===== src/bspq_pkg.sv =====
`timescale 1ns / 1ps
`default_nettype none
// ----------------------------------------------------------------------------
// bspq_pkg
// Shared types and codes for the bounded stable priority queue.
// ----------------------------------------------------------------------------
package bspq_pkg;

  localparam int ACT_W = 2;

  // Operation codes carried by one input beat.
  typedef enum logic [ACT_W-1:0] {
    ACT_ADD = 2'd0,
    ACT_POP = 2'd1,
    ACT_DIS = 2'd2,
    ACT_NOP = 2'd3
  } action_t;

  // Sequencer states, one-hot.
  typedef enum logic [2:0] {
    ST_IDLE = 3'b001,
    ST_EXEC = 3'b010,
    ST_READ = 3'b100
  } state_t;

endpackage
`default_nettype wire


===== src/bspq_in_if.sv =====
`timescale 1ns / 1ps
`default_nettype none
// ----------------------------------------------------------------------------
// bspq_in_if
// Request channel: one beat carries an operation, a tag and a level.
// ----------------------------------------------------------------------------
interface bspq_in_if
  import bspq_pkg::*;
#(
  parameter int TAG_WIDTH = 16,
  parameter int LVL_W     = 2
) ();
  logic                 valid;
  logic                 ready;
  logic [ACT_W-1:0]     action;
  logic [TAG_WIDTH-1:0] task_tag;
  logic [LVL_W-1:0]     task_level;

  modport source (output valid, action, task_tag, task_level, input ready);
  modport sink   (input valid, action, task_tag, task_level, output ready);
endinterface
`default_nettype wire


===== src/bspq_out_if.sv =====
`timescale 1ns / 1ps
`default_nettype none
// ----------------------------------------------------------------------------
// bspq_out_if
// Result channel: one beat per request, with status after the request.
// ----------------------------------------------------------------------------
interface bspq_out_if #(
  parameter int TAG_WIDTH = 16,
  parameter int LVL_W     = 2,
  parameter int CNT_W     = 5
) ();
  logic                 valid;
  logic                 ready;
  logic                 add_accepted;
  logic                 pop_valid;
  logic [TAG_WIDTH-1:0] popped_tag;
  logic [LVL_W-1:0]     popped_level;
  logic [CNT_W-1:0]     entry_count;
  logic                 queue_empty;
  logic                 finished;

  modport source (output valid, add_accepted, pop_valid, popped_tag, popped_level,
                  entry_count, queue_empty, finished, input ready);
  modport sink   (input valid, add_accepted, pop_valid, popped_tag, popped_level,
                  entry_count, queue_empty, finished, output ready);
endinterface
`default_nettype wire


===== src/bspq_ram.sv =====
`timescale 1ns / 1ps
`default_nettype none
// ----------------------------------------------------------------------------
// bspq_ram
// Generic single-write, single-read RAM with registered read data.
// ----------------------------------------------------------------------------
module bspq_ram #(
  parameter int WIDTH = 16,
  parameter int DEPTH = 64
) (
  input  wire logic                     clk,
  input  wire logic                     we,
  input  wire logic [$clog2(DEPTH)-1:0] waddr,
  input  wire logic [WIDTH-1:0]         wdata,
  input  wire logic                     re,
  input  wire logic [$clog2(DEPTH)-1:0] raddr,
  output logic      [WIDTH-1:0]         rdata
);

  logic [WIDTH-1:0] mem [DEPTH];

  // Write port
  always_ff @(posedge clk) begin
    if (we) begin
      mem[waddr] <= wdata;
    end
  end

  // Read port, data held until the next read
  always_ff @(posedge clk) begin
    if (re) begin
      rdata <= mem[raddr];
    end
  end

endmodule
`default_nettype wire


===== src/bspq_sched.sv =====
`timescale 1ns / 1ps
`default_nettype none
// ----------------------------------------------------------------------------
// bspq_sched
// Per-level ring pointers and counts; picks the highest non-empty level and
// forms the RAM addresses for a push into a level and a pop from the head.
// ----------------------------------------------------------------------------
module bspq_sched #(
  parameter int QUEUE_DEPTH = 16,
  parameter int LEVEL_COUNT = 4,
  localparam int LVL_W  = $clog2(LEVEL_COUNT),
  localparam int PTR_W  = $clog2(QUEUE_DEPTH),
  localparam int CNT_W  = $clog2(QUEUE_DEPTH + 1),
  localparam int ADDR_W = LVL_W + PTR_W
) (
  input  wire logic              clk,
  input  wire logic              rst_n,
  input  wire logic              push,
  input  wire logic [LVL_W-1:0]  push_level,
  input  wire logic              pop,
  output logic      [LVL_W-1:0]  top_level,
  output logic      [ADDR_W-1:0] wr_addr,
  output logic      [ADDR_W-1:0] rd_addr
);

  localparam logic [PTR_W-1:0] PTR_LAST = PTR_W'(QUEUE_DEPTH - 1);

  logic [PTR_W-1:0] head_r [LEVEL_COUNT];
  logic [PTR_W-1:0] tail_r [LEVEL_COUNT];
  logic [CNT_W-1:0] cnt_r  [LEVEL_COUNT];

  // Pick the highest level that holds an entry
  always_comb begin
    top_level = '0;
    for (int l = 0; l < LEVEL_COUNT; l++) begin
      if (cnt_r[l] != '0) begin
        top_level = LVL_W'(l);
      end
    end
  end

  assign wr_addr = {push_level, tail_r[push_level]};
  assign rd_addr = {top_level, head_r[top_level]};

  // Advance tail on push, head on pop
  always_ff @(posedge clk) begin
    if (!rst_n) begin
      for (int l = 0; l < LEVEL_COUNT; l++) begin
        head_r[l] <= '0;
        tail_r[l] <= '0;
        cnt_r[l]  <= '0;
      end
    end else if (push) begin
      tail_r[push_level] <= (tail_r[push_level] == PTR_LAST) ? '0
                                                             : tail_r[push_level] + 1'b1;
      cnt_r[push_level]  <= cnt_r[push_level] + 1'b1;
    end else if (pop) begin
      head_r[top_level] <= (head_r[top_level] == PTR_LAST) ? '0
                                                           : head_r[top_level] + 1'b1;
      cnt_r[top_level]  <= cnt_r[top_level] - 1'b1;
    end
  end

endmodule
`default_nettype wire


===== src/bounded_stable_priority_queue_top.sv =====
`timescale 1ns / 1ps
`default_nettype none
// ----------------------------------------------------------------------------
// bounded_stable_priority_queue_top
// Bounded priority queue of task tags, FIFO order within a level.
// ----------------------------------------------------------------------------
// Usage:
//   in_bus  : request beats (action, task_tag, task_level), valid/ready.
//             action 0 adds, 1 pops the head, 2 disables further adds.
//   out_bus : exactly one result beat per request, in request order.
//   cfg_we/cfg_wdata : write queue_capacity; only while the block is idle.
// Entries live in one RAM split into one ring per level; pointers and counts
// per level sit in flops. A pop reads the head of the highest non-empty ring.
// An add, disable or empty pop is carried out in ST_EXEC and its result
// goes to the output register; a pop that returns an entry first passes
// ST_READ for the registered RAM read. One request is in work at a time;
// the next is taken once the sequencer has returned to ST_IDLE.
// The result sits in an output register; the next request is taken while it
// waits. If the receiver stalls, the following result holds in the sequencer
// until the register frees. Reset (synchronous, rst_n low) empties the queue,
// re-enables adds and sets the capacity to QUEUE_DEPTH; RAM is not cleared.
// ----------------------------------------------------------------------------
module bounded_stable_priority_queue_top
  import bspq_pkg::*;
#(
  parameter int QUEUE_DEPTH = 16,
  parameter int LEVEL_COUNT = 4,
  parameter int TAG_WIDTH   = 16,
  localparam int LVL_W  = $clog2(LEVEL_COUNT),
  localparam int CNT_W  = $clog2(QUEUE_DEPTH + 1),
  localparam int PTR_W  = $clog2(QUEUE_DEPTH),
  localparam int ADDR_W = LVL_W + PTR_W
) (
  input  wire logic             clk,
  input  wire logic             rst_n,
  bspq_in_if.sink               in_bus,
  bspq_out_if.source            out_bus,
  input  wire logic             cfg_we,
  input  wire logic [CNT_W-1:0] cfg_wdata
);

  localparam logic [CNT_W-1:0] DEPTH_C   = CNT_W'(QUEUE_DEPTH);
  localparam logic [LVL_W-1:0] LVL_MAX_C = LVL_W'(LEVEL_COUNT - 1);

  state_t               state_r, state_nxt;
  logic [ACT_W-1:0]     act_r;
  logic [TAG_WIDTH-1:0] tag_r;
  logic [LVL_W-1:0]     lvl_r, lvl_in;
  logic [LVL_W-1:0]     plvl_r, plvl_nxt;
  logic [CNT_W-1:0]     held_r, held_nxt;
  logic                 en_r, en_nxt;
  logic [CNT_W-1:0]     cap_r, eff_cap;

  logic                 out_valid_r, out_valid_nxt;
  logic                 o_acc_r, o_acc_nxt;
  logic                 o_pv_r, o_pv_nxt;
  logic [TAG_WIDTH-1:0] o_tag_r, o_tag_nxt;
  logic [LVL_W-1:0]     o_lvl_r, o_lvl_nxt;
  logic [CNT_W-1:0]     o_cnt_r, o_cnt_nxt;
  logic                 o_emp_r, o_emp_nxt;
  logic                 o_fin_r, o_fin_nxt;

  logic                 in_fire, out_free;
  logic                 add_ok, pop_go;
  logic                 sch_push, sch_pop;
  logic [LVL_W-1:0]     top_level;
  logic [ADDR_W-1:0]    wr_addr, rd_addr;
  logic [TAG_WIDTH-1:0] rd_data;
  action_t              act;

  assign in_bus.ready = (state_r == ST_IDLE);
  assign in_fire      = in_bus.valid && in_bus.ready;
  assign out_free     = !out_valid_r || out_bus.ready;
  assign act          = action_t'(act_r);
  assign eff_cap      = (cap_r > DEPTH_C) ? DEPTH_C : cap_r;
  assign add_ok       = (act == ACT_ADD) && en_r && (held_r < eff_cap);
  assign pop_go       = (act == ACT_POP) && (held_r != '0);

  // Saturate out-of-range levels
  assign lvl_in = (in_bus.task_level > LVL_MAX_C) ? LVL_MAX_C : in_bus.task_level;

  bspq_sched #(
    .QUEUE_DEPTH (QUEUE_DEPTH),
    .LEVEL_COUNT (LEVEL_COUNT)
  ) u_sched (
    .clk        (clk),
    .rst_n      (rst_n),
    .push       (sch_push),
    .push_level (lvl_r),
    .pop        (sch_pop),
    .top_level  (top_level),
    .wr_addr    (wr_addr),
    .rd_addr    (rd_addr)
  );

  bspq_ram #(
    .WIDTH (TAG_WIDTH),
    .DEPTH (2 ** ADDR_W)
  ) u_ram (
    .clk   (clk),
    .we    (sch_push),
    .waddr (wr_addr),
    .wdata (tag_r),
    .re    (sch_pop),
    .raddr (rd_addr),
    .rdata (rd_data)
  );

  // Sequencer: execute one request, then deliver its result beat
  always_comb begin
    state_nxt     = state_r;
    held_nxt      = held_r;
    en_nxt        = en_r;
    plvl_nxt      = plvl_r;
    sch_push      = 1'b0;
    sch_pop       = 1'b0;
    out_valid_nxt = out_valid_r && !out_bus.ready;
    o_acc_nxt     = o_acc_r;
    o_pv_nxt      = o_pv_r;
    o_tag_nxt     = o_tag_r;
    o_lvl_nxt     = o_lvl_r;
    o_cnt_nxt     = o_cnt_r;
    o_emp_nxt     = o_emp_r;
    o_fin_nxt     = o_fin_r;
    case (state_r)
      ST_IDLE: begin
        if (in_fire) begin
          state_nxt = ST_EXEC;
        end
      end
      ST_EXEC: begin
        if (pop_go) begin
          // Issue the head read and retire the entry
          sch_pop   = 1'b1;
          held_nxt  = held_r - 1'b1;
          plvl_nxt  = top_level;
          state_nxt = ST_READ;
        end else if (out_free) begin
          if (add_ok) begin
            sch_push = 1'b1;
            held_nxt = held_r + 1'b1;
          end
          if (act == ACT_DIS) begin
            en_nxt = 1'b0;
          end
          out_valid_nxt = 1'b1;
          o_acc_nxt     = add_ok;
          o_pv_nxt      = 1'b0;
          o_tag_nxt     = '0;
          o_lvl_nxt     = '0;
          o_cnt_nxt     = held_nxt;
          o_emp_nxt     = (held_nxt == '0);
          o_fin_nxt     = (held_nxt == '0) && !en_nxt;
          state_nxt     = ST_IDLE;
        end
      end
      ST_READ: begin
        if (out_free) begin
          out_valid_nxt = 1'b1;
          o_acc_nxt     = 1'b0;
          o_pv_nxt      = 1'b1;
          o_tag_nxt     = rd_data;
          o_lvl_nxt     = plvl_r;
          o_cnt_nxt     = held_r;
          o_emp_nxt     = (held_r == '0);
          o_fin_nxt     = (held_r == '0) && !en_r;
          state_nxt     = ST_IDLE;
        end
      end
      default: begin
        state_nxt = ST_IDLE;
      end
    endcase
  end

  // Control state
  always_ff @(posedge clk) begin
    if (!rst_n) begin
      state_r     <= ST_IDLE;
      held_r      <= '0;
      en_r        <= 1'b1;
      cap_r       <= DEPTH_C;
      out_valid_r <= 1'b0;
    end else begin
      state_r     <= state_nxt;
      held_r      <= held_nxt;
      en_r        <= en_nxt;
      out_valid_r <= out_valid_nxt;
      if (cfg_we) begin
        cap_r <= cfg_wdata;
      end
    end
  end

  // Capture request beat and result payload
  always_ff @(posedge clk) begin
    if (in_fire) begin
      act_r <= in_bus.action;
      tag_r <= in_bus.task_tag;
      lvl_r <= lvl_in;
    end
    plvl_r  <= plvl_nxt;
    o_acc_r <= o_acc_nxt;
    o_pv_r  <= o_pv_nxt;
    o_tag_r <= o_tag_nxt;
    o_lvl_r <= o_lvl_nxt;
    o_cnt_r <= o_cnt_nxt;
    o_emp_r <= o_emp_nxt;
    o_fin_r <= o_fin_nxt;
  end

  assign out_bus.valid        = out_valid_r;
  assign out_bus.add_accepted = o_acc_r;
  assign out_bus.pop_valid    = o_pv_r;
  assign out_bus.popped_tag   = o_tag_r;
  assign out_bus.popped_level = o_lvl_r;
  assign out_bus.entry_count  = o_cnt_r;
  assign out_bus.queue_empty  = o_emp_r;
  assign out_bus.finished     = o_fin_r;

endmodule
`default_nettype wire


===== src/flat_wrapper.sv =====
// flat-port wrapper written by rule: the top's interface ports become plain ports
module bounded_stable_priority_queue_top_flat import bspq_pkg::*;
#(
  parameter int QUEUE_DEPTH = 16,
  parameter int LEVEL_COUNT = 4,
  parameter int TAG_WIDTH   = 16,
  localparam int LVL_W  = $clog2(LEVEL_COUNT),
  localparam int CNT_W  = $clog2(QUEUE_DEPTH + 1),
  localparam int PTR_W  = $clog2(QUEUE_DEPTH),
  localparam int ADDR_W = LVL_W + PTR_W
)
  (clk, rst_n, cfg_we, cfg_wdata, in_bus_valid, in_bus_action, in_bus_task_tag, in_bus_task_level, in_bus_ready, out_bus_valid, out_bus_add_accepted, out_bus_pop_valid, out_bus_popped_tag, out_bus_popped_level, out_bus_entry_count, out_bus_queue_empty, out_bus_finished, out_bus_ready);
  bspq_in_if #(.TAG_WIDTH(TAG_WIDTH)) in_bus_i ();
  bspq_out_if #(.TAG_WIDTH(TAG_WIDTH)) out_bus_i ();
  input  wire logic clk;
  input  wire logic rst_n;
  input  wire logic cfg_we;
  input  wire logic [CNT_W-1:0] cfg_wdata;
  input wire logic [$bits(in_bus_i.valid)-1:0] in_bus_valid;
  input wire logic [$bits(in_bus_i.action)-1:0] in_bus_action;
  input wire logic [$bits(in_bus_i.task_tag)-1:0] in_bus_task_tag;
  input wire logic [$bits(in_bus_i.task_level)-1:0] in_bus_task_level;
  output wire logic [$bits(in_bus_i.ready)-1:0] in_bus_ready;
  output wire logic [$bits(out_bus_i.valid)-1:0] out_bus_valid;
  output wire logic [$bits(out_bus_i.add_accepted)-1:0] out_bus_add_accepted;
  output wire logic [$bits(out_bus_i.pop_valid)-1:0] out_bus_pop_valid;
  output wire logic [$bits(out_bus_i.popped_tag)-1:0] out_bus_popped_tag;
  output wire logic [$bits(out_bus_i.popped_level)-1:0] out_bus_popped_level;
  output wire logic [$bits(out_bus_i.entry_count)-1:0] out_bus_entry_count;
  output wire logic [$bits(out_bus_i.queue_empty)-1:0] out_bus_queue_empty;
  output wire logic [$bits(out_bus_i.finished)-1:0] out_bus_finished;
  input wire logic [$bits(out_bus_i.ready)-1:0] out_bus_ready;
  assign in_bus_i.valid = in_bus_valid;
  assign in_bus_i.action = in_bus_action;
  assign in_bus_i.task_tag = in_bus_task_tag;
  assign in_bus_i.task_level = in_bus_task_level;
  assign in_bus_ready = in_bus_i.ready;
  assign out_bus_valid = out_bus_i.valid;
  assign out_bus_add_accepted = out_bus_i.add_accepted;
  assign out_bus_pop_valid = out_bus_i.pop_valid;
  assign out_bus_popped_tag = out_bus_i.popped_tag;
  assign out_bus_popped_level = out_bus_i.popped_level;
  assign out_bus_entry_count = out_bus_i.entry_count;
  assign out_bus_queue_empty = out_bus_i.queue_empty;
  assign out_bus_finished = out_bus_i.finished;
  assign out_bus_i.ready = out_bus_ready;
  bounded_stable_priority_queue_top #(.QUEUE_DEPTH(QUEUE_DEPTH), .LEVEL_COUNT(LEVEL_COUNT), .TAG_WIDTH(TAG_WIDTH)) u_core (.clk(clk), .rst_n(rst_n), .in_bus(in_bus_i), .out_bus(out_bus_i), .cfg_we(cfg_we), .cfg_wdata(cfg_wdata));
endmodule

===== config.mk =====
export PLATFORM = sky130hd
export DESIGN_NAME = bounded_stable_priority_queue_top_flat
export DESIGN_NICKNAME = d
export VERILOG_FILES = /design/src/bspq_pkg.sv /design/src/bspq_in_if.sv /design/src/bspq_out_if.sv /design/src/bspq_ram.sv /design/src/bspq_sched.sv /design/src/bounded_stable_priority_queue_top.sv /design/src/flat_wrapper.sv
export SDC_FILE = /design/constraint.sdc
export NUM_CORES = 1
export LEC_CHECK = 0
export BUFFER_PORTS_ARGS = -buffer_cell sky130_fd_sc_hd__buf_2
export CAP_MARGIN = 20
export CORE_MARGIN = 2
export CORE_UTILIZATION = 40
export DETAILED_ROUTE_END_ITERATION = 16
export GPL_TIMING_DRIVEN = 1
export MAX_ROUTING_LAYER = met4
export PLACE_DENSITY = 0.64
export SLEW_MARGIN = 15
export SYNTH_ARGS = -nofsm -noshare
export SYNTH_HDL_FRONTEND = slang
export SYNTH_HIERARCHICAL = 1
export SYNTH_SLANG_ARGS = --single-unit
export TNS_END_PERCENT = 20

===== constraint.sdc =====
create_clock -name clk -period 4.4 [get_ports clk]
set_input_delay 0.88 -clock clk [delete_from_list [all_inputs] [get_ports clk]]
set_output_delay 0.88 -clock clk [all_outputs]
set_load 0.005 [all_outputs]

# Yosys cells after proc, flatten, opt, wreduce, memory -nomap -nowiden
# Memories as Yosys holds them, arrays and structs flattened. A register that Yosys moved wholly into a read port is not among the register bits.
# Index checks and enable logic that the tools add are counted.
# totals
memories	4
inputBits	30
register_bits	64
word_cells	150
ramBits	1076
out_inout_bits	29
# mem_list
memory	words	width	rd	rd_clocked_by_memory_dff	write_ports	line	text
u_core.u_ram.mem	64	16	1	1	1	bspq_ram.sv:20	logic [WIDTH-1:0] mem [DEPTH];
u_core.u_sched.cnt_r	4	5	5	1	4	bspq_sched.sv:30	logic [CNT_W-1:0] cnt_r [LEVEL_COUNT];
u_core.u_sched.head_r	4	4	1	0	4	bspq_sched.sv:28	logic [PTR_W-1:0] head_r [LEVEL_COUNT];
u_core.u_sched.tail_r	4	4	1	1	4	bspq_sched.sv:29	logic [PTR_W-1:0] tail_r [LEVEL_COUNT];
# op_classes
mux	80
magnitude_cmp	3
add_sub_neg	6
bitwise	1
eq_ne	11
reduce_logical	29
# op_table
operator	count
$mux 5	11
$mux 16	3
$mux 1	37
$pmux 16 s2	1
$mux 2	13
$reduce_bool 5->1	4
$mux 4	4
$add 5x1->5 const B	2
$logic_not 5->1	2
$pmux 1 s2	5
$pmux 5 s2	1
$reduce_or 5->1	2
$sub 5x1->5 const B	2
$mux 3	3
$pmux 3 s3	1
$add 4x1->4 const B	2
$eq 4x4->1 const B	2
$reduce_or 4->1	2
$logic_and 1x1->1	7
$gt 5x5->1 const B	1
$lt 5x5->1	1
$logic_not 1->1	4
$ne 2x1->1 const B	2
$ne 2x2->1 const B	2
other kinds (14)	16

# Depth between registers and ports, before layout
# Gate-level depths: netlist of run 1.
# logic_depth
depth_word	14
depth_mapped	16
ltp_nobuf	13

# Hierarchy
# Netlist of run 1, hierarchy kept.
# modules_own_cells
module	instances	seq_area_each_um2	cells_per_inst	area_per_inst_um2
bspq_ram	1	31230.0	1829	40202.3
bspq_sched	1	1561.5	258	2925.3
bounded_stable_priority_queue_top	1	1771.7	203	2655.0

# Least setup slack after synthesis of run 1
# OpenSTA, ideal clock, no wires.
# synth_timing
path_type	reg-to-reg
startpoint	register u_core.cap_r[4]
endpoint	memory u_core.u_ram.mem[48][0] (enable)
arrival_time_ps	3361
stages_incl_launch_ff	11
period_less_slack_ps	3770
slack_ps	630
n_path_buf	0
t_required_ps	3991
setup_time_ps	409
path_cell_list	dfxtp_1 > inv_1 > nand2_1 > ha_1 > o2111ai_1 > a31oi_1 > or2_2 > nor2_1 > nor2b_1 > nand4b_1 > nor3_1
# synth_via
elab_chain_len	10
# synth_rtl
element	line	text
start: declaration	bounded_stable_priority_queue_top.sv:52	logic [CNT_W-1:0] cap_r, eff_cap;
start signal: assignment	bounded_stable_priority_queue_top.sv:190	cap_r <= cfg_wdata;
$gt 5x5->1	bounded_stable_priority_queue_top.sv:75	assign eff_cap = (cap_r > DEPTH_C) ? DEPTH_C : cap_r;
$mux 5 (*)	bounded_stable_priority_queue_top.sv:75	
$lt 5x5->1 (*)	bounded_stable_priority_queue_top.sv:76	assign add_ok = (act == ACT_ADD) && en_r && (held_r < eff_cap);
$logic_and 1x1->1 (*)	bounded_stable_priority_queue_top.sv:76	
$mux 1 (*)	bounded_stable_priority_queue_top.sv:139	if (add_ok) begin
$mux 1 (*)	bounded_stable_priority_queue_top.sv:138	end else if (out_free) begin
$mux 1 (*)	bounded_stable_priority_queue_top.sv:132	if (pop_go) begin
$mux 1 (*)	bounded_stable_priority_queue_top.sv:125	case (state_r)
named net u_core.sch_push	bounded_stable_priority_queue_top.sv:65	logic sch_push, sch_pop;
$mux 1 (*)	bspq_ram.sv:24	if (we) begin
$mux 1 (not written as such) (*)	bspq_ram.sv:25	mem[waddr] <= wdata;
end: declaration	bspq_ram.sv:20	
# Mark *: on every way through the listed nets, which the timed path passes. The rest lies on a longest branch.

==> results of run 1 <==
## layout by cell type (no fill, tap or decap), types with 6 or more instances in the layout
master and instances:
sky130_fd_sc_hd__nand3_1 32, sky130_fd_sc_hd__a31oi_1 11, sky130_fd_sc_hd__buf_2 58, sky130_fd_sc_hd__buf_12 13
sky130_fd_sc_hd__mux2i_1 91, sky130_fd_sc_hd__edfxtp_1 1141, sky130_fd_sc_hd__a211oi_1 9, sky130_fd_sc_hd__nor2b_1 32
sky130_fd_sc_hd__mux2_2 27, sky130_fd_sc_hd__a21oi_1 27, sky130_fd_sc_hd__o21ai_0 19, sky130_fd_sc_hd__mux4_2 228
sky130_fd_sc_hd__a22o_1 8, sky130_fd_sc_hd__inv_1 21, sky130_fd_sc_hd__a22oi_1 38, sky130_fd_sc_hd__buf_4 152
sky130_fd_sc_hd__nand2_1 94, sky130_fd_sc_hd__nand4_1 18, sky130_fd_sc_hd__a221o_1 6, sky130_fd_sc_hd__a211o_1 8
sky130_fd_sc_hd__clkinvlp_4 6, sky130_fd_sc_hd__a221oi_1 19, sky130_fd_sc_hd__dfxtp_1 15, sky130_fd_sc_hd__and2_1 22
sky130_fd_sc_hd__a311oi_1 9, sky130_fd_sc_hd__clkbuf_16 114, sky130_fd_sc_hd__nor2_1 142, sky130_fd_sc_hd__nor3_1 9
sky130_fd_sc_hd__clkinv_2 24, sky130_fd_sc_hd__bufinv_16 8, sky130_fd_sc_hd__nand2b_1 9, sky130_fd_sc_hd__xnor2_1 9
sky130_fd_sc_hd__clkinv_1 25, sky130_fd_sc_hd__clkbuf_1 21, sky130_fd_sc_hd__ha_1 10
## layout make-up
class	instances	area, um^2
flip-flops and latches	1156	34600
inverters	25	114
diodes	1	2.50
repair buffers	225	1720
well taps	1512	1890
clock buffers	139	2990
clock inverters	68	551
multi-input cells	986	10300
fillers	9448	61700
## state kept, by name, indices dropped and copies added (netlist names), 2 cells and up
| signal | cells |
|---|---|
| u_core/u_ram/rdata | 16 |
| u_core/held_r | 5 |
| u_core/lvl_r | 2 |
| u_core/state_r | 3 |
| u_core/plvl_r | 2 |
| u_core/out_bus.entry_count | 5 |
| u_core/out_bus.popped_tag | 16 |
| u_core/u_sched/tail_r | 16 |
| u_core/tag_r | 16 |
| u_core/act | 2 |
| u_core/cap_r | 5 |
| u_core/u_sched/cnt_r | 20 |
| u_core/u_sched/head_r | 16 |
| u_core/out_bus.popped_level | 2 |
| u_core/u_ram/mem | 1024 |
## layer usage
layer	part of all wire (%)	vias to the layer above
met5	0	-
met4	2.7	0
met3	6.3	167
met2	50	885
met1	41	12200
li1	-	9831
## synth_stat cells (6+ instances only)
library cell               count
sky130_fd_sc_hd__edfxtp_1   1141
sky130_fd_sc_hd__mux4_2      228
sky130_fd_sc_hd__nor2_1      142
sky130_fd_sc_hd__nand2_1      95
sky130_fd_sc_hd__mux2i_1      91
sky130_fd_sc_hd__a22oi_1      39
sky130_fd_sc_hd__buf_2        38
sky130_fd_sc_hd__clkbuf_1     32
sky130_fd_sc_hd__nand3_1      32
sky130_fd_sc_hd__nor2b_1      32
sky130_fd_sc_hd__a21oi_1      27
sky130_fd_sc_hd__mux2_2       27
sky130_fd_sc_hd__inv_1        24
sky130_fd_sc_hd__and2_1       22
sky130_fd_sc_hd__a221oi_1     19
sky130_fd_sc_hd__buf_6        19
sky130_fd_sc_hd__o21ai_0      19
sky130_fd_sc_hd__nand4_1      18
sky130_fd_sc_hd__buf_4        17
sky130_fd_sc_hd__dfxtp_1      15
sky130_fd_sc_hd__nor3_1       13
sky130_fd_sc_hd__a31oi_1      12
sky130_fd_sc_hd__ha_1         10
sky130_fd_sc_hd__a211oi_1      9
sky130_fd_sc_hd__a311oi_1      9
sky130_fd_sc_hd__nand2b_1      9
sky130_fd_sc_hd__xnor2_1       9
sky130_fd_sc_hd__a211o_1       8
sky130_fd_sc_hd__a22o_1        8
sky130_fd_sc_hd__a221o_1       6
sky130_fd_sc_hd__buf_12        6
## worst paths after layout
kind,startpoint,to,slack [ns],cells past startpoint
setup / recovery,u_core/u_sched/cnt_r[3][2],u_core/u_ram/rdata[0],0.18,12
hold / removal,in_bus_task_level[1],u_core/lvl_r[1],0.37,1
hold reg to reg,u_core/en_r,u_core/en_r,0.49,2
setup reg to reg,u_core/u_sched/cnt_r[3][2],u_core/u_ram/rdata[0],0.18,12
## power by group through the flow
| stage | clock network [mW] | registers [mW] | logic, mW |
|---|---|---|---|
| floorplan | 0 | 12.5 | 0.747 |
| global placement | 0 | 12.4 | 1.22 |
| detailed placement | 0 | 12.4 | 1.25 |
| CTS | 9.38 | 12.2 | 1.25 |
| global route | 9.80 | 12.2 | 1.33 |
| finish | 9.24 | 12.2 | 1.25 |
## critical path: stages (launching register included)
cell,delay (ns)
sky130_fd_sc_hd__edfxtp_1,0.48
sky130_fd_sc_hd__or4_4,0.60
sky130_fd_sc_hd__nor2_4,0.23
sky130_fd_sc_hd__o22ai_1,0.14
sky130_fd_sc_hd__a21o_2,0.26
sky130_fd_sc_hd__inv_8,0.29
sky130_fd_sc_hd__buf_12,0.23
sky130_fd_sc_hd__mux4_2,0.51
sky130_fd_sc_hd__mux2i_1,0.38
sky130_fd_sc_hd__a22oi_1,0.17
sky130_fd_sc_hd__a31oi_2,0.41
sky130_fd_sc_hd__buf_4,0.19
sky130_fd_sc_hd__a311oi_1,0.05
## through the flow
stage                 TNS, ns  cell area (um^2)  hold WS, ns  worst slack (ns)  instances
floorplan                   0             45800        0.447             0.630       2290
global placement            0             48600        0.466            0.0684       3902
detailed placement  -0.000969             48600        0.478         -0.000969       3903
CTS                         0             52100        0.331            0.0335       4110
global route                0             52100        0.345            0.0434       4112
finish                      0             52100        0.370             0.181       4112
## timing repair
action | in CTS | in global routing
endpoints found under the setup margin | 1 | 2
hold endpoints to repair | 0 | 0
resized for setup | 1 | 2
## kinds of logic after synthesis
kind of cell,after synthesis
AO/OA/AOI/OAI,200
XOR/XNOR,13
adder cells (fa/ha/maj),10
buffers and inverters,148
flip-flops,1156
multiplexers,351
AND/OR/NAND/NOR,412
==> impl.org, run 1 <==
** Clock network
- In this run the post-CTS setup repair buffer count came out at 0.
- Counting the buffers created by CTS gives approximately 110.
- TritonCTS built the clock tree.
- Sinks on the clock net :: 1,156
- Clock Pin Slew Worst Setup and Hold Paths :: approximately 0.060 ns
- Maximum clock insertion buffer count :: 3
- Number of H-tree branching levels :: 3
- Total of hold buffers inserted after clock tree synthesis :: 0
- Clock insertion delay at the later pin of the skew report :: 0.68 ns
- Clock tree synthesis selected as its root buffer the cell sky130_fd_sc_hd__clkbuf_16.

** Synth
- Cell area after technology mapping :: roughly 0.046 mm^2
- A synthesized cell averages between 15 and 20 um^2.
- The synthesized design contains around 1.2k register bits.
- Summing the areas of all compound-gate instances in the mapped netlist gives 3.25% of the synthesized area.
- By area the synthesized netlist is led by sky130_fd_sc_hd__edfxtp_1 75%, sky130_fd_sc_hd__mux4_2 11%, sky130_fd_sc_hd__mux2i_1 2.0%.
- Post-synthesis adder-cell area fraction :: less than 1%
- Counting flops with an async set or reset pin after synthesis yields a share of 0%.
- Synthesis warning total :: 6
- The synthesized netlist devotes ~4.5% of its cell area to simple gates.
- Number of flops mapped to enable cells by yosys :: around 1.1k
- Sequential area share after synthesis :: 75.5%
- Most common flop cell mapped by yosys :: sky130_fd_sc_hd__edfxtp_1
- Share of Yosys cell area claimed by the top area cell type :: 74.8%
- After synthesis, the largest family of logic cells by area is multiplexers.
- Post-Synth XOR/XNOR Area :: less than 1%
- After synthesis, the netlist uses 83 different library cells.
- Largest area contributor in the netlist :: sky130_fd_sc_hd__edfxtp_1
- Synth Net Count :: between 2k and 2.5k
- Synthesized instance count :: between 2k and 2.5k
- Mux cell area share after synthesis :: around 14%

** Hold path
- The path class of the tightest hold or removal check is input port to register.

** Final layout
- Area added between synthesis and finish :: 13.9%
- Final core utilization :: approximately 46%
- Final #Nets :: roughly 2.5k
- The post-route netlist has 26.5% of its cells at a drive strength greater than 1.

** Job
- Max-cap violations in this run came to 0.

** Drt
- Once detail routing completed, the nets flagged for antenna violations numbered 0.
- DR pass1 iterations :: 6
- Initial DRC count :: between 2k and 2.5k
- After detailed routing, the average wire length per cell comes to roughly 26 um.
- Wirelength, routed :: about 110,000 um
- Total vias in the final route :: 23.1k
- Post-route DRC :: 0
- Using the TritonRoute via totals, the vias-per-cell ratio works out to approximately 5.6.

** Timing
- Across the routed clock network, the largest skew measured is roughly 0.023 ns.
- Max Clk Rate :: between 200 and 250 MHz
- Max-slew violation count :: 0
- Worst Max-Slew Pin Slew :: 0.884 ns
- Crit share post-route :: 95.9%
- For the finished layout, the period the worst path requires is around 4.2 ns.
- Setup violations remaining at the end of the flow were counted as 0.
- The worst pin sits at a relative slew slack of roughly 41%.
- Setup repair after global routing left no endpoint under its margin.
- The final-report hold violation count came to 0.

** Critical path
- Critical path type :: register to register
- STA classifies the critical path startpoint as a register.
- Maximum fanout along the worst path :: 26
- Crit. End Element :: register
- STA puts the critical path data arrival time at around 4.6 ns.
- Required time reported for the critical path endpoint :: about 4.8 ns

** Pwr
- The share of total power dissipated in combinational logic is 5.5%.
- Net switching fraction of the power :: between 20% and 30%
- The design draws about 23 mW.
- The analysis attributes to net switching a power of about 4.8 mW.
- Standby leakage power :: 16.6 nW
- VDD IR-drop max :: 0.313 mV
- For this design the ratio of total power to cell area is about 440 mW/mm^2.
- Of the total power, the clock network draws between 40 and 50%.
- Internal power :: approximately 18 mW
- Registers are responsible for 53.8% of the overall power.

** Global routing
- Grt met2 use :: 30.6%
- In the global route stage, met1 resource usage came out at around a quarter.
- Global routing consumed, over all layers together, 18.8% of the routing resources.
- Largest net degree at the start of global routing :: 65
- The number of antenna violations at the first check in global routing is 2.
- Global routing used under 10% of the available met3 tracks.
- Number of global-route vias before repair :: 23.5k
- The global routing stage identified its most utilized layer as met2.
- Global routing finished with a remaining overflow of 0.
- The first global-routing pass estimated 157,000 um of wire.

** Floorplanning
- Core footprint :: 0.114 mm^2
- I/O pin count :: just under 60
- In this run the core area contains about 120 standard-cell rows.
- Die area :: approximately 0.12 mm^2
- Die W :: approximately 340 um
- Vert. Die Dim :: roughly 340 um
- Starting density of the core :: about two fifths

** Place
- Post-DP HPWL :: roughly 66,000 um
- Routability Congestion :: 0.836
- Input and output buffers added on the ports amount to 58.

** Run status
- The run finished with clean final reports.
No activity file was read; power rests on OpenSTA's default activity.
==> run 2, diff against run 1 <==
Settings changed: BUFFER_PORTS_ARGS -buffer_cell sky130_fd_sc_hd__buf_2 to default, DONT_BUFFER_PORTS from default to 1, PLACE_DENSITY 0.64 to 0.63.
==> run 2 against run 1 <==
Clock power up 2%. Sequential share of layout area up 0.21 points. Hold slack worse by 0.10 ns. Register-to-register slack worse by 0.11 ns. Combinational power about the same.
==> impl.org, run 2 (synthesis results as in run 1) <==
** Critical path
- Launching point of the worst reg2reg path :: u_core/u_sched/cnt_r[3][2]
- Slowest CP cell :: sky130_fd_sc_hd__or4_4
- Arrival time at the worst endpoint :: around 4.7 ns
- Startpoint Class :: register
- Of all nets on the critical path, the largest fanout is 67.
- Minimum setup slack among reg-to-reg paths :: about 0.071 ns
- STA classifies the critical path endpoint as a register.
- Crit Reg-Reg Endpoint :: u_core/u_ram/rdata[15]
- The critical path is of the register to register type.
- Walking the worst path, the cells encountered are or4_4 > nor2_4 > o22ai_1 > a21o_2 > inv_6 > buf_4 > buf_4 > mux2i_1 > a22oi_1 > a31oi_2 > a311oi_1.
- Largest stage delay, worst path :: around 0.6 ns
- Required time reported for the critical path endpoint :: 4.80 ns
- Reg2Reg Depth :: 11
- CP dominant cell by count :: sky130_fd_sc_hd__buf_4

** Floorplanning
- For this configuration, the core starts out at a cell density of roughly 40%.
- Vert. Die Dim :: approximately 340 um
- Die area :: around 0.12 mm^2
- Die W :: 342 um
- After floorplanning, the core was sized to cover between 0.1 and 0.15 mm^2.
- 59 I/O pins were placed.
- Rows :: 124

** Timing
- Based on the critical path, the design can be clocked at up to 231 MHz.
- Setup violations remaining at the end of the flow were counted as 0.
- Headroom to the max-slew limit came out at roughly 28%.
- Time the worst path needs with I/O delays and setup :: ~4.3 ns
- For the final routed database, the setup TNS stands at 0 ns.
- At the pin with the least slew margin, the transition time is roughly 1.1 ns.
- The worst path uses 98.4% of the clock period.
- Setup repair after global routing missed its margin :: yes
- Post-route clock skew :: around 0.032 ns
- The final-report hold violation count is 0.
- Max-slew violation count :: 0

** Hold path
- In this run the most critical hold path is launched from rst_n.
- The tightest min-delay check is of the input port to register type.
- WHS Endpoint :: u_core/en_r
- Count of cells along the worst hold path :: 1

** Clock network
- Clock tree from TritonCTS :: yes
- Counting the buffers created by CTS gives 112.
- Post-CTS timing repair inserted 0 buffers for setup.
- The tree is rooted in a sky130_fd_sc_hd__clkbuf_16.
- Sinks on the clock net :: roughly 1.2k
- In this run the number of H-tree levels came out at 3.
- Total of hold buffers inserted after clock tree synthesis :: 0
- Maximum clock insertion buffer count :: 3
- Clock insertion delay at the later pin of the skew report :: roughly 0.70 ns
- Clock Pin Slew Worst Setup and Hold Paths :: 0.06 ns

** Job
- The tool flagged a number of max-cap violations equal to 0.

** Final layout
- For this run, the number of standard cells in the final layout without fillers is about 4.1k.
- Once layout is done, the placed cells without fillers occupy 0.0520 mm^2.
- Ant diodes :: 0
- At the end of the flow, the number of nets in the layout was about 2.5k.
- Relative to the synthesized area, the layout overhead comes to 13.5%.
- Final core utilization :: a little under half
- The post-route netlist has 25.5% of its cells at a drive strength greater than 1.
- Register with the highest flop count :: u_core/u_ram/mem
- The largest registers in the layout are u_core/u_ram/mem (1024), u_core/u_sched/cnt_r (20).
- Number of flip-flops in the largest register :: 1,024
- Commonest cells after routing, fill and taps aside :: 1,141 x sky130_fd_sc_hd__edfxtp_1, 228 x sky130_fd_sc_hd__mux4_2, 165 x sky130_fd_sc_hd__buf_4
- Leaving out fill and tap cells, the most frequent cell in the layout is sky130_fd_sc_hd__edfxtp_1.

** Drt
- Post-route DRC :: 0
- Via count normalized by instance count :: around 5.7
- Summed over all layers, the routed wires come to around 110,000 um.
- Dividing the detail-routed wire length by the instance count gives about 27 um.
- The detail route stage leaves a number of antenna-violating nets equal to 0.
- DR pass1 iterations :: 5
- The detailed router finished its first iteration with roughly 3.0k violations.
- Total vias in the final route :: 23.1k

** Pwr
- Overall power after layout :: about 23 mW
- Standby leakage power :: between 15 and 20 nW
- VDD IR-drop max :: approximately 0.32 mV
- P per Cell Area :: approximately 440 mW/mm^2

** Global routing
- Antenna violations before repair :: 2
- Entering global routing, the biggest net connects 68 pins.
- The first global-routing pass estimated about 160,000 um of wire.
- Number of global-route vias before repair :: around 23k
- Global routing consumed, over all layers together, between 10% and 20% of the routing resources.
- Global routing finished with a remaining overflow of 0.

** Place
- Once placement finished, the instance area stood at around 0.048 mm^2.
- Routability Congestion :: 0.901
- Buffers placed on the I/O ports in this run total 0.
- The number of placed instances, taps included, is 3,856.
- Detailed placement ended at an HPWL of 67,200 um.

** Run status
- The run finished with clean final reports.
==> run 2: how the worst max path moves through the flow <==
| stage | from | to | slack (ns) |
|---|---|---|---|
| floorplan | u_core/cap_r[4] | u_core/u_ram/mem[48][0] | 0.63 |
| global placement | u_core/u_sched/cnt_r[3][2] | u_core/u_ram/rdata[15] | 0.09 |
| detailed placement | u_core/u_sched/cnt_r[3][2] | u_core/u_ram/rdata[15] | 0.02 |
| CTS | u_core/u_sched/cnt_r[3][2] | u_core/u_ram/rdata[15] | 0.009 |
| global route | u_core/u_sched/cnt_r[2][1] | u_core/u_ram/rdata[15] | -0.03 |
| finish | u_core/u_sched/cnt_r[3][2] | u_core/u_ram/rdata[15] | 0.07 |
==> run 2: layer usage <==
layer | track usage [%] | share of wire, % | vias to the layer above | wire length (um)
met5 | - | 0 | - | 0
met4 | 5.56 | 2.7 | 0 | 2980
met3 | 2.81 | 6.9 | 174 | 7460
met2 | 30.5 | 49 | 930 | 53400
met1 | 25.5 | 41 | 12300 | 44500
li1 | - | - | 9732 | -
==> run 2: layout make-up <==
cell class | instances | area, um^2
inverter | 25 | 114
clock buffer | 141 | 3020
sequential | 1156 | 34600
multi-input combinational | 986 | 10300
clock inverter | 69 | 591
tap | 1512 | 1890
fill | 9481 | 61900
timing repair buffer | 177 | 1480
==> run 2: critical path: cells and delay by family, from the launching register on <==
family	cells	cell delay (ns)
DFF	1	0.48
muxes	1	0.41
and+or+nand+nor	2	0.81
AOI/OAI and AO/OA	5	1.05
buffers and inverters	3	1.25
==> run 2: timing repair <==
action	4_1_cts	5_1_grt
resized for setup	0	5
setup endpoints to repair	0	6
hold endpoints to repair	0	0
==> run 2: per-stage QoR <==
stage / hold WS (ns) / setup WS (ns)
global route: 0.239 / -0.0273
detailed placement: 0.496 / 0.0186
finish: 0.268 / 0.0714
CTS: 0.230 / 0.00853
floorplan: 0.447 / 0.630
global placement: 0.471 / 0.0866
==> run 2: power by group <==
part	leakage (nW)	total, mW	internal, mW	switching [mW]
registers	10.5	12.2	12.2	0.0465
logic	4.20	1.24	0.474	0.766
clock network	1.78	9.39	5.34	4.05
total	16.5	22.9	18.0	4.87
